[src/rtl/glat_pkg.sv]
// glat_pkg: types, codes and constants of the GF(2^m) log/antilog table builder.
// No dependencies; imported by glat_build_ctrl and the top level.
`timescale 1ns / 1ps

package glat_pkg;

   localparam int MAX_ORDER = 16;
   localparam int ELEM_W    = 16;
   localparam int POLY_W    = 17;
   localparam int ORDER_W   = 5;
   localparam int STATUS_W  = 3;
   localparam int CSR_IDX_W = 1;
   localparam int CSR_DATA_W = 17;

   localparam logic [CSR_IDX_W-1:0] CSR_FIELD_ORDER      = 1'd0;
   localparam logic [CSR_IDX_W-1:0] CSR_FIELD_POLYNOMIAL = 1'd1;

   localparam logic OP_BUILD  = 1'b0;
   localparam logic OP_LOOKUP = 1'b1;

   localparam logic [STATUS_W-1:0] ST_OK        = 3'd0;
   localparam logic [STATUS_W-1:0] ST_BAD_ORDER = 3'd1;
   localparam logic [STATUS_W-1:0] ST_BAD_DEG   = 3'd2;
   localparam logic [STATUS_W-1:0] ST_NOT_PRIM  = 3'd3;
   localparam logic [STATUS_W-1:0] ST_NOT_BUILT = 3'd4;

   localparam logic [ORDER_W-1:0] ORDER_RESET = 5'd8;
   localparam logic [POLY_W-1:0]  POLY_RESET  = 17'd0;

   typedef struct packed {
      logic              operation;
      logic [ELEM_W-1:0] element;
   } req_type;

   typedef struct packed {
      logic [STATUS_W-1:0] status;
      logic [ELEM_W-1:0]   log_value;
      logic [ELEM_W-1:0]   power_value;
   } rsp_type;

   // table write ports driven by the build sequencer
   typedef struct packed {
      logic              log_we;
      logic [ELEM_W-1:0] log_addr;
      logic [ELEM_W-1:0] log_data;
      logic              pow_we;
      logic [ELEM_W-1:0] pow_addr;
      logic [ELEM_W-1:0] pow_data;
   } tbl_wr_type;

   // sequencer status towards the top level
   typedef struct packed {
      logic                busy;
      logic                res_valid;
      logic [STATUS_W-1:0] res_status;
      logic                field_good;
      logic [ORDER_W-1:0]  built_order;
   } bld_info_type;

   typedef enum logic [2:0] {
      BLD_IDLE,
      BLD_CHECK,
      BLD_INIT,
      BLD_WALK,
      BLD_DONE
   } bld_state_type;

   function automatic logic [POLY_W-1:0] default_poly(input logic [3:0] idx);
      logic [POLY_W-1:0] p;
      case (idx)
         4'd0:    p = 17'h00003;
         4'd1:    p = 17'h00007;
         4'd2:    p = 17'h0000b;
         4'd3:    p = 17'h00013;
         4'd4:    p = 17'h00025;
         4'd5:    p = 17'h00043;
         4'd6:    p = 17'h00089;
         4'd7:    p = 17'h0011d;
         4'd8:    p = 17'h00211;
         4'd9:    p = 17'h00409;
         4'd10:   p = 17'h00805;
         4'd11:   p = 17'h01053;
         4'd12:   p = 17'h0201b;
         4'd13:   p = 17'h04443;
         4'd14:   p = 17'h08003;
         4'd15:   p = 17'h1100b;
         default: p = 17'h00003;
      endcase
      return p;
   endfunction

endpackage

[src/rtl/glat_build_ctrl.sv]
// glat_build_ctrl: build sequencer; checks order and polynomial, walks the Galois LFSR
// and writes both tables. Depends on glat_pkg.
`timescale 1ns / 1ps

module glat_build_ctrl (
   input  logic                          clock,
   input  logic                          reset,
   input  logic                          start,
   input  logic [glat_pkg::ORDER_W-1:0]  cfg_order,
   input  logic [glat_pkg::POLY_W-1:0]   cfg_poly,
   input  logic                          slot_free,
   output glat_pkg::tbl_wr_type          tbl_wr,
   output glat_pkg::bld_info_type        info
);
   import glat_pkg::*;

   bld_state_type state_ff, state_in;

   logic [ORDER_W-1:0]  m_ff;
   logic [POLY_W-1:0]   poly_ff;
   logic [ELEM_W-1:0]   n_ff;
   logic [ELEM_W-1:0]   reg_ff;
   logic [ELEM_W-1:0]   idx_ff;
   logic [STATUS_W-1:0] status_ff;
   logic                good_ff;
   logic [ORDER_W-1:0]  built_ff;

   logic                ord_bad;
   logic                deg_bad;
   logic [POLY_W:0]     keep_mask;
   logic [POLY_W-1:0]   poly_eff;
   logic [ELEM_W-1:0]   n_calc;
   logic [POLY_W-1:0]   shifted;
   logic [ELEM_W-1:0]   reg_next;
   logic                walk_early;
   logic                walk_last;

   assign ord_bad   = (m_ff == '0) || (m_ff > ORDER_W'(MAX_ORDER));
   assign keep_mask = (POLY_W+1)'(((POLY_W+1)'(1) << (m_ff + 5'd1)) - (POLY_W+1)'(1));
   assign deg_bad   = (poly_ff != '0) &&
                      ((|({1'b0, poly_ff} & ~keep_mask)) || !poly_ff[m_ff]);
   assign poly_eff  = (poly_ff == '0) ? default_poly(4'(m_ff - 5'd1)) : poly_ff;
   assign n_calc    = ELEM_W'(((ELEM_W+1)'(1) << m_ff) - (ELEM_W+1)'(1));

   always_comb begin
      shifted = {reg_ff, 1'b0};
      if (shifted[m_ff]) begin
         shifted = shifted ^ poly_ff;
      end
   end
   assign reg_next   = shifted[ELEM_W-1:0] & n_ff;
   assign walk_early = (idx_ff != '0) && (reg_ff == ELEM_W'(1));
   assign walk_last  = (idx_ff == n_ff - ELEM_W'(1));

   // next state
   always_comb begin
      state_in = state_ff;
      case (state_ff)
         BLD_IDLE: begin
            if (start) state_in = BLD_CHECK;
         end
         BLD_CHECK: begin
            state_in = (ord_bad || deg_bad) ? BLD_DONE : BLD_INIT;
         end
         BLD_INIT: begin
            state_in = BLD_WALK;
         end
         BLD_WALK: begin
            if (walk_early || walk_last) state_in = BLD_DONE;
         end
         BLD_DONE: begin
            if (slot_free) state_in = BLD_IDLE;
         end
         default: state_in = BLD_IDLE;
      endcase
   end

   // outputs
   always_comb begin
      tbl_wr = '0;
      case (state_ff)
         BLD_INIT: begin
            tbl_wr.log_we   = 1'b1;
            tbl_wr.log_addr = '0;
            tbl_wr.log_data = n_ff;
            tbl_wr.pow_we   = 1'b1;
            tbl_wr.pow_addr = n_ff;
            tbl_wr.pow_data = '0;
         end
         BLD_WALK: begin
            tbl_wr.log_we   = 1'b1;
            tbl_wr.log_addr = reg_ff;
            tbl_wr.log_data = idx_ff;
            tbl_wr.pow_we   = 1'b1;
            tbl_wr.pow_addr = idx_ff;
            tbl_wr.pow_data = reg_ff;
         end
         default: tbl_wr = '0;
      endcase
      info.busy        = (state_ff != BLD_IDLE);
      info.res_valid   = (state_ff == BLD_DONE);
      info.res_status  = status_ff;
      info.field_good  = good_ff;
      info.built_order = built_ff;
   end

   always_ff @(posedge clock) begin
      if (reset) begin
         state_ff <= BLD_IDLE;
         good_ff  <= 1'b0;
         built_ff <= '0;
      end else begin
         state_ff <= state_in;
         if (state_ff == BLD_CHECK) begin
            good_ff <= 1'b0;
         end
         if ((state_ff == BLD_WALK) && !walk_early && walk_last &&
             (reg_next == ELEM_W'(1))) begin
            good_ff  <= 1'b1;
            built_ff <= m_ff;
         end
      end
   end

   always_ff @(posedge clock) begin
      case (state_ff)
         BLD_IDLE: begin
            if (start) begin
               m_ff    <= cfg_order;
               poly_ff <= cfg_poly;
            end
         end
         BLD_CHECK: begin
            poly_ff <= poly_eff;
            n_ff    <= n_calc;
            reg_ff  <= ELEM_W'(1);
            idx_ff  <= '0;
            if (ord_bad) begin
               status_ff <= ST_BAD_ORDER;
            end else if (deg_bad) begin
               status_ff <= ST_BAD_DEG;
            end
         end
         BLD_WALK: begin
            reg_ff <= reg_next;
            idx_ff <= idx_ff + ELEM_W'(1);
            if (walk_early) begin
               status_ff <= ST_NOT_PRIM;
            end else if (walk_last) begin
               status_ff <= (reg_next == ELEM_W'(1)) ? ST_OK : ST_NOT_PRIM;
            end
         end
         default: begin
         end
      endcase
   end

endmodule

[config.mk]
export PLATFORM = sky130hd
export DESIGN_NAME = glat_build_ctrl
export DESIGN_NICKNAME = d
export VERILOG_FILES = /design/src/rtl/glat_pkg.sv /design/src/rtl/glat_build_ctrl.sv
export SDC_FILE = /design/constraint.sdc
export NUM_CORES = 1
export LEC_CHECK = 0
export BUFFER_PORTS_ARGS = -buffer_cell sky130_fd_sc_hd__buf_4
export CORE_MARGIN = 5
export CORE_UTILIZATION = 26
export CTS_BUF_LIST = sky130_fd_sc_hd__clkbuf_4 sky130_fd_sc_hd__clkbuf_8 sky130_fd_sc_hd__clkbuf_16
export DETAILED_ROUTE_END_ITERATION = 12
export PLACE_DENSITY_LB_ADDON = 0.2
export SYNTH_ARGS = -nofsm -noshare
export SYNTH_HDL_FRONTEND = slang
export SYNTH_SLANG_ARGS = --single-unit
[constraint.sdc]
create_clock -name clock -period 5.6 [get_ports clock]
set_input_delay 0.84 -clock clock [delete_from_list [all_inputs] [get_ports clock]]
set_output_delay 0.84 -clock clock [all_outputs]
set_load 0.02 [all_outputs]
==> reports/qor.txt, run 1 <==
==========================================================================================
Initial cell density of the core                                                     26.1%
Sequential area share after synthesis                                                34.7%
Worst-Margin Slew                                                                   941 ps
Destination of the worst hold path                                             built_ff[1]
Die Y-Extent                                                                        171 um
Number of max-slew violations in the final report                                        0
Count of pins on the block boundary                                                    103
Pin count of the biggest net entering global routing                                    53
Area of the die                                                                 0.0293 mm2
Count of input and output buffers                                                      101
Normalized max-slew margin                                                           37.0%
Hold-fix buffers, CTS                                                                    0
Count of placed standard cells including taps                                         1113
Count of antenna diodes in the layout                                                    0
Total of max-cap violations                                                              0
Slack of the worst reg-to-reg path                                                 1190 ps
Switching power                                                                 0.000557 W
Area inside the core boundary                                                   0.0258 mm2
Period utilisation layout                                                            78.7%
Number of distinct library cells after synthesis                                        80
Flops & latches, synth                                                                  81
Leakage component of the power                                                     2.93 nW
Number of global-route vias before repair                                             5491
Sw Ratio                                                                             31.6%
Total power divided by cell area                                                227 mW/mm2
Avg Cell Area, Syn                                                                8.95 um2
Cell types with the largest area share after synthesis                        sky130_fd_sc_hd__edfxtp_1, sky130_fd_sc_hd__nand2_1, sky130_fd_sc_hd__buf_4
Worst vdd ir                                                                      0.133 mV
Std-Cell Rows                                                                           59
Cell class contributing the biggest share of worst-path delay                 compound AO/OA/AOI/OAI gates
Worst hold path startpoint                                                     built_ff[1]
Non-filler cells in the finished layout                                               1129
Cell at the root of the clock tree                                            sky130_fd_sc_hd__clkbuf_16
Violation count after the first detailed-route iteration                               449
Number of buffers added by the clock tree synthesis step                                 9
First-pass GRT wire length                                                         33.3 mm
Final critical path time including I/O delays and setup                            4410 ps
Hold violation total from the final report                                               0
Maximum fanout encountered on the critical timing path                                  15
Instance count along the most critical hold path                                         2
Routed WL per cell                                                                 19.5 um
Die boundary width                                                                  171 um
Critical path cell sequence                                                   ha_1, nor3b_1, o21ai_1, nand2_1, nand3_1, ha_1, inv_1, a21oi_1, o22ai_1, o32a_1, nor4_1, nand4b_1, o31a_1, o211a_1
Kind of capture point of the worst setup path                                    flip-flop
Number of vias after detailed routing                                                 5794
Count of buffer and inverter cells on the critical path                                  1
DRC viols                                                                                0
Total setup buffers inserted after CTS                                                   0
Cell area after synthesis                                                      0.00675 mm2
Final setup fails                                                                        0
Clock tree from TritonCTS                                                            built
Type of the worst min-delay path                                              flip-flop to flip-flop
Initial antenna violation count                                                          0
Buffer depth of the longest clock path                                                   2
Clock Power Share                                                                    34.9%
Net count after synthesis                                                              799
Count of TritonRoute iterations in the first routing pass                                5
Clock edge transition at the registers on the reported setup and hold paths          70 ps
Depth of the CTS H-tree                                                                  3
Total gr overflow                                                                        0
Number of nets with antenna violations after detailed routing                            0
Clk_skew                                                                           9.92 ps
Seq pwr share                                                                        44.3%
Fraction of final layout cells sized beyond drive strength 1                         20.7%
Gate power share                                                                     20.7%
Yosys warns                                                                              0
Area growth, synth to finish                                                         15.0%
Worst-skew pair later-pin latency                                                   350 ps
Data required time of the critical path                                            5710 ps
Synth Instances                                                                        755
Clock Sink Count                                                                        81
Total half-perimeter wirelength after legalization and detailed placement          16.8 mm
Setup TNS                                                                             0 ps
Via density per instance                                                              5.13
Aggregate routed wire length                                                       22.1 mm
Slowest stage cell, crit path                                                 sky130_fd_sc_hd__edfxtp_1
Peak clock frequency supported by timing                                           227 MHz
RR Startpoint                                                                      m_ff[1]
Worst Setup Start Kind                                                           flip-flop
Primary flip-flop cell chosen by synthesis mapping                            sky130_fd_sc_hd__edfxtp_1
Slowest stage delay, CP                                                             730 ps
Asr flop ratio synth                                                                    0%
Share of Yosys cell area claimed by the top area cell type                           32.0%
Crit Reg-Reg Endpoint                                                         status_ff[0]
Weighted congestion reported at the end of routability-driven placement              0.856
Cell repeated most along the worst path                                       sky130_fd_sc_hd__ha_1
Category of the most critical setup path                                      flip-flop to flip-flop
Tot Pwr                                                                          0.00177 W
Number of synthesized flops with an enable pin                                          72
Arrival time of the worst setup path                                               4510 ps
Synth area leader                                                             sky130_fd_sc_hd__edfxtp_1
Run status                                                                    complete, no violations
Cell depth of the worst flop-to-flop path                                               14
Int Pwr                                                                          0.00121 W
Setup repair after global routing missed its margin                                     no
Net count of the finished layout                                                       833
Number of cells upsized or downsized after cts                                           0
Total global routing track utilization                                               14.6%
==========================================================================================
## Yosys cell counts, types with 12 or more instances
| cell | instances |
|---|---|
| sky130_fd_sc_hd__edfxtp_1 | 72 |
| sky130_fd_sc_hd__nor3_1 | 13 |
| sky130_fd_sc_hd__o21ai_0 | 33 |
| sky130_fd_sc_hd__xnor2_1 | 25 |
| sky130_fd_sc_hd__and3_1 | 22 |
| sky130_fd_sc_hd__clkbuf_1 | 36 |
| sky130_fd_sc_hd__ha_1 | 18 |
| sky130_fd_sc_hd__nor2_1 | 54 |
| sky130_fd_sc_hd__nor4_1 | 15 |
| sky130_fd_sc_hd__nand2_1 | 89 |
| sky130_fd_sc_hd__xor2_1 | 32 |
| sky130_fd_sc_hd__inv_1 | 21 |
| sky130_fd_sc_hd__buf_4 | 38 |
| sky130_fd_sc_hd__nand2b_1 | 29 |
| sky130_fd_sc_hd__nand3_1 | 25 |
| sky130_fd_sc_hd__a21oi_1 | 21 |
| sky130_fd_sc_hd__a22o_1 | 12 |
| sky130_fd_sc_hd__mux2i_1 | 12 |
## tightest hold or removal path, stage by stage, from the launching register on
cell	delay, ps
sky130_fd_sc_hd__dfxtp_1	310
sky130_fd_sc_hd__nand2b_1	60
sky130_fd_sc_hd__mux2i_1	60
## cell usage in the layout (no fill, tap or decap), types with 4 or more instances in the layout
cell type / Yosys / layout
sky130_fd_sc_hd__inv_1: 21 / 21
sky130_fd_sc_hd__a21o_1: 7 / 7
sky130_fd_sc_hd__and3_1: 22 / 22
sky130_fd_sc_hd__nand2_1: 89 / 89
sky130_fd_sc_hd__a21oi_1: 21 / 21
sky130_fd_sc_hd__nand4_1: 10 / 10
sky130_fd_sc_hd__or4_1: 5 / 5
sky130_fd_sc_hd__xor2_1: 32 / 32
sky130_fd_sc_hd__o32ai_1: 4 / 4
sky130_fd_sc_hd__nand2b_1: 29 / 29
sky130_fd_sc_hd__a31oi_1: 8 / 8
sky130_fd_sc_hd__edfxtp_1: 72 / 72
sky130_fd_sc_hd__or3_1: 7 / 7
sky130_fd_sc_hd__ha_1: 18 / 18
sky130_fd_sc_hd__nor2b_1: 8 / 7
sky130_fd_sc_hd__nand3b_1: 7 / 7
sky130_fd_sc_hd__dfxtp_1: 9 / 9
sky130_fd_sc_hd__buf_4: 38 / 111
sky130_fd_sc_hd__o31ai_1: 4 / 4
sky130_fd_sc_hd__xnor2_1: 25 / 25
sky130_fd_sc_hd__mux2i_1: 12 / 12
sky130_fd_sc_hd__nor2_1: 54 / 54
sky130_fd_sc_hd__clkbuf_16: 0 / 9
sky130_fd_sc_hd__a22o_1: 12 / 12
sky130_fd_sc_hd__nor3b_1: 5 / 5
sky130_fd_sc_hd__or4_4: 4 / 4
sky130_fd_sc_hd__and2_1: 8 / 8
sky130_fd_sc_hd__nand3_1: 25 / 25
sky130_fd_sc_hd__mux2_2: 7 / 7
sky130_fd_sc_hd__nor4b_1: 4 / 4
sky130_fd_sc_hd__mux4_2: 7 / 7
sky130_fd_sc_hd__nor4_1: 15 / 15
sky130_fd_sc_hd__o21ai_0: 33 / 33
sky130_fd_sc_hd__a21boi_0: 7 / 7
sky130_fd_sc_hd__nor3_1: 13 / 13
## power by group through the flow
stage	registers, W	clock network, W	logic, W
2_1_floorplan	0.000746	0	0.000288
3_3_place_gp	0.000795	0	0.000371
3_5_place_dp	0.000794	0	0.000365
4_1_cts	0.000780	0.000630	0.000368
5_1_grt	0.000786	0.000653	0.000404
6_report	0.000782	0.000617	0.000366
## metrics by stage
step / hold slack [ps] / utilization [%] / area (um2) / setup WS [ps]
5_1_grt: 500 / 30.1 / 7770 / 815
3_3_place_gp: 483 / 28.9 / 7470 / 1290
2_1_floorplan: 437 / - / 6750 / 2170
6_report: 486 / 30.1 / 7770 / 1190
3_5_place_dp: 470 / 28.9 / 7470 / 1240
4_1_cts: 488 / 30.1 / 7770 / 1240
## registers in the layout (all words and copies together), names as in the netlist
signal and cells:
built_ff 5, good_ff 1, idx_ff 16, m_ff 5, n_ff 16, poly_ff 17
reg_ff 16, state_ff 3, status_ff 2
## worst max path at each step
| stage | depth (start not counted) | slack (ps) | start | end |
|---|---|---|---|---|
| 2_1_floorplan | 15 | 2170 | m_ff[0] | status_ff[0] |
| 3_3_place_gp | 14 | 1290 | m_ff[1] | status_ff[0] |
| 3_5_place_dp | 14 | 1240 | m_ff[1] | status_ff[1] |
| 4_1_cts | 14 | 1240 | m_ff[1] | status_ff[0] |
| 5_1_grt | 14 | 810 | m_ff[1] | status_ff[0] |
| 6_report | 14 | 1190 | m_ff[1] | status_ff[0] |
## cell type report
type / instances / area, um2
clock inverter: 6 / 66.3
timing repair buffer: 111 / 833
tap: 335 / 419
sequential: 81 / 2340
inverter: 21 / 78.8
clock buffer: 10 / 233
fill: 2768 / 18100
multi-input combinational: 565 / 3790
## cell families after synthesis
family | Yosys count | synth area share, %
and+or+nand+nor | 323 | 25.4
adders and majority gates | 18 | 3.33
buffers and inverters | 109 | 9.24
other | 1 | 0.0555
DFF | 81 | 34.7
muxes | 26 | 5.28
xor gates and xnor gates | 57 | 7.39
AOI/OAI and AO/OA | 140 | 14.6
## per-layer routing
| layer | global-route usage, % | vias up | wire length, um |
|---|---|---|---|
| met3 | 1.98 | 25 | 1350 |
| met4 | 2.79 | 0 | 236 |
| met2 | 22.7 | 214 | 9790 |
| li1 | - | 2762 | - |
| met5 | 0 | - | 0 |
| met1 | 21.9 | 2793 | 10700 |
Note: power is estimated with default switching activity, not from simulation.
==> inputs of run 2 (changes only) <==
==> constraint.sdc (replaced) <==
create_clock -name clock -period 4.1 [get_ports clock]
set_input_delay 0.615 -clock clock [delete_from_list [all_inputs] [get_ports clock]]
set_output_delay 0.615 -clock clock [all_outputs]
set_load 0.02 [all_outputs]
==> run 2 against run 1 <==
  * Sequential share of layout area decreased by 0.73 points
  * Largest cell class unchanged
  * Final cell count increased by 2.1%
  * Routed wire length increased by 2.9%
==> reports/qor.txt, run 2 (synthesis gave the netlist of run 1 again) <==
==========================================================================================
Count of placed standard cells including taps                                         1137
Count of TritonRoute iterations in the first routing pass                                5
Largest register FFs                                                                    17
Depth of the CTS H-tree                                                                  3
Die Y-Extent                                                                        171 um
Seq pwr share                                                                        42.9%
Number of nets with antenna violations after detailed routing                            0
Arrival time of the worst setup path                                               3680 ps
Data required time of the critical path                                            4210 ps
Net count of the finished layout                                                       857
Area inside the core boundary                                                   0.0258 mm2
Pin count of the biggest net entering global routing                                    53
Clock edge transition at the registers on the reported setup and hold paths          70 ps
Worst-skew pair later-pin latency                                                   350 ps
Die boundary width                                                                  171 um
Total power divided by cell area                                                310 mW/mm2
Final critical path time including I/O delays and setup                            3570 ps
Number of vias after detailed routing                                                 5933
First-pass GRT wire length                                                         34.1 mm
Met3 Track Usage GR                                                                  2.53%
Number of global-route vias before repair                                             5528
Count of input and output buffers                                                      101
Switching power                                                                 0.000784 W
Sw Ratio                                                                             31.8%
Clock tree from TritonCTS                                                            built
Fraction of final layout cells sized beyond drive strength 1                         23.1%
Non-filler cells in the finished layout                                               1153
Via density per instance                                                              5.15
Leakage component of the power                                                     3.05 nW
Count of buffer and inverter cells on the critical path                                  2
Worst-Margin Slew                                                                   736 ps
Clock Sink Count                                                                        81
Normalized max-slew margin                                                           50.5%
Worst Setup Start Kind                                                           flip-flop
Fill cell count                                                                       2733
Run status                                                                    complete, no violations
Maximum fanout encountered on the critical timing path                                  10
Setup repair after global routing missed its margin                                     no
Type of the worst min-delay path                                              primary input to flip-flop
Hold-fix buffers, CTS                                                                    0
Int Pwr                                                                          0.00168 W
Most flops, register                                                               poly_ff
Period utilisation layout                                                            87.2%
Worst vdd ir                                                                      0.152 mV
Leading cell types in the layout, fill and taps excluded                      sky130_fd_sc_hd__buf_4, sky130_fd_sc_hd__nand2_1, sky130_fd_sc_hd__edfxtp_1
Most frequent standard cell in the layout excluding fill and tap cells        sky130_fd_sc_hd__buf_4
Gate power share                                                                     21.8%
Cell class contributing the biggest share of worst-path delay                 compound AO/OA/AOI/OAI gates
Clk_skew                                                                           18.5 ps
Peak clock frequency supported by timing                                           280 MHz
Weighted congestion reported at the end of routability-driven placement              0.899
DRC viols                                                                                0
Count of pins on the block boundary                                                    103
Sequential cell area                                                           0.00234 mm2
Slowest stage delay, CP                                                             470 ps
Initial antenna violation count                                                          0
Initial cell density of the core                                                     26.1%
Slowest stage cell, crit path                                                 sky130_fd_sc_hd__edfxtp_1
Cell at the root of the clock tree                                            sky130_fd_sc_hd__clkbuf_16
Buffer depth of the longest clock path                                                   2
Clock Power Share                                                                    35.3%
Setup TNS                                                                             0 ps
Std-Cell Rows                                                                           59
Met1 routing resource usage after global routing                                     22.2%
Number of cells upsized or downsized after cts                                           0
Total setup buffers inserted after CTS                                                   0
Met2 track demand over resource in global routing                                    23.3%
Total global routing track utilization                                               15.1%
Count of antenna diodes in the layout                                                    0
Area of the die                                                                 0.0293 mm2
Grt peak-use layer                                                                    met2
Critical path cell sequence                                                   ha_1, buf_4, ha_1, buf_4, or3_1, a21oi_1, o22ai_1, o32a_1, nor4_1, nand4b_1, o31a_1, o211a_1
Kind of capture point of the worst setup path                                    flip-flop
Final setup fails                                                                        0
Number of buffers added by the clock tree synthesis step                                 9
Violation count after the first detailed-route iteration                               546
Total of max-cap violations                                                              0
Category of the most critical setup path                                      flip-flop to flip-flop
Routed WL per cell                                                                 19.7 um
Area growth, synth to finish                                                         17.9%
Total half-perimeter wirelength after legalization and detailed placement          17.2 mm
Area of combinational cells with multiple inputs                               0.00379 mm2
Hold violation total from the final report                                               0
Number of max-slew violations in the final report                                        0
Total gr overflow                                                                        0
Worst Hold Slack                                                                    446 ps
Aggregate routed wire length                                                       22.7 mm
==========================================================================================
## run 2: power groups by stage
stage	registers [W]	logic [W]	clock network [W]
2_1_floorplan	0.00102	0.000393	0
3_3_place_gp	0.00108	0.000542	0
3_5_place_dp	0.00107	0.000533	0
4_1_cts	0.00106	0.000537	0.000895
5_1_grt	0.00106	0.000588	0.000925
6_report	0.00106	0.000538	0.000871
## run 2: path summary, 6_finish.rpt
check                from            to  slack [ps]  depth (start not counted)
max reg2reg       m_ff[1]  status_ff[0]         530                         12
max               m_ff[1]  status_ff[0]         530                         12
min          cfg_order[3]       m_ff[3]         450                          1
min reg2reg   built_ff[3]   built_ff[3]         490                          2
## run 2: routing by layer
metal / wire, um / share of wire, %
met5: 0 / 0
met4: 333 / 1.5
met3: 1630 / 7.2
met2: 9860 / 43
met1: 10900 / 48
## run 2: final cells by class
cell class,instances,share of cell area (%)
multi-input cells,565,47.7
flip-flops and latches,81,29.4
repair buffers,135,12.7
well taps,335,5.27
clock buffers,10,3.00
inverters,21,0.990
clock inverters,6,0.912
## run 2: metrics by stage
stage | setup WS [ps] | utilization [%] | cell area, um2 | total power [W]
finish | 525 | 30.8 | 7960 | 0.00247
global route | 210 | 30.8 | 7960 | 0.00258
CTS | 551 | 30.8 | 7960 | 0.00249
detailed placement | 552 | 29.6 | 7650 | 0.00161
global placement | 573 | 29.6 | 7650 | 0.00162
floorplan | 667 | - | 6750 | 0.00141
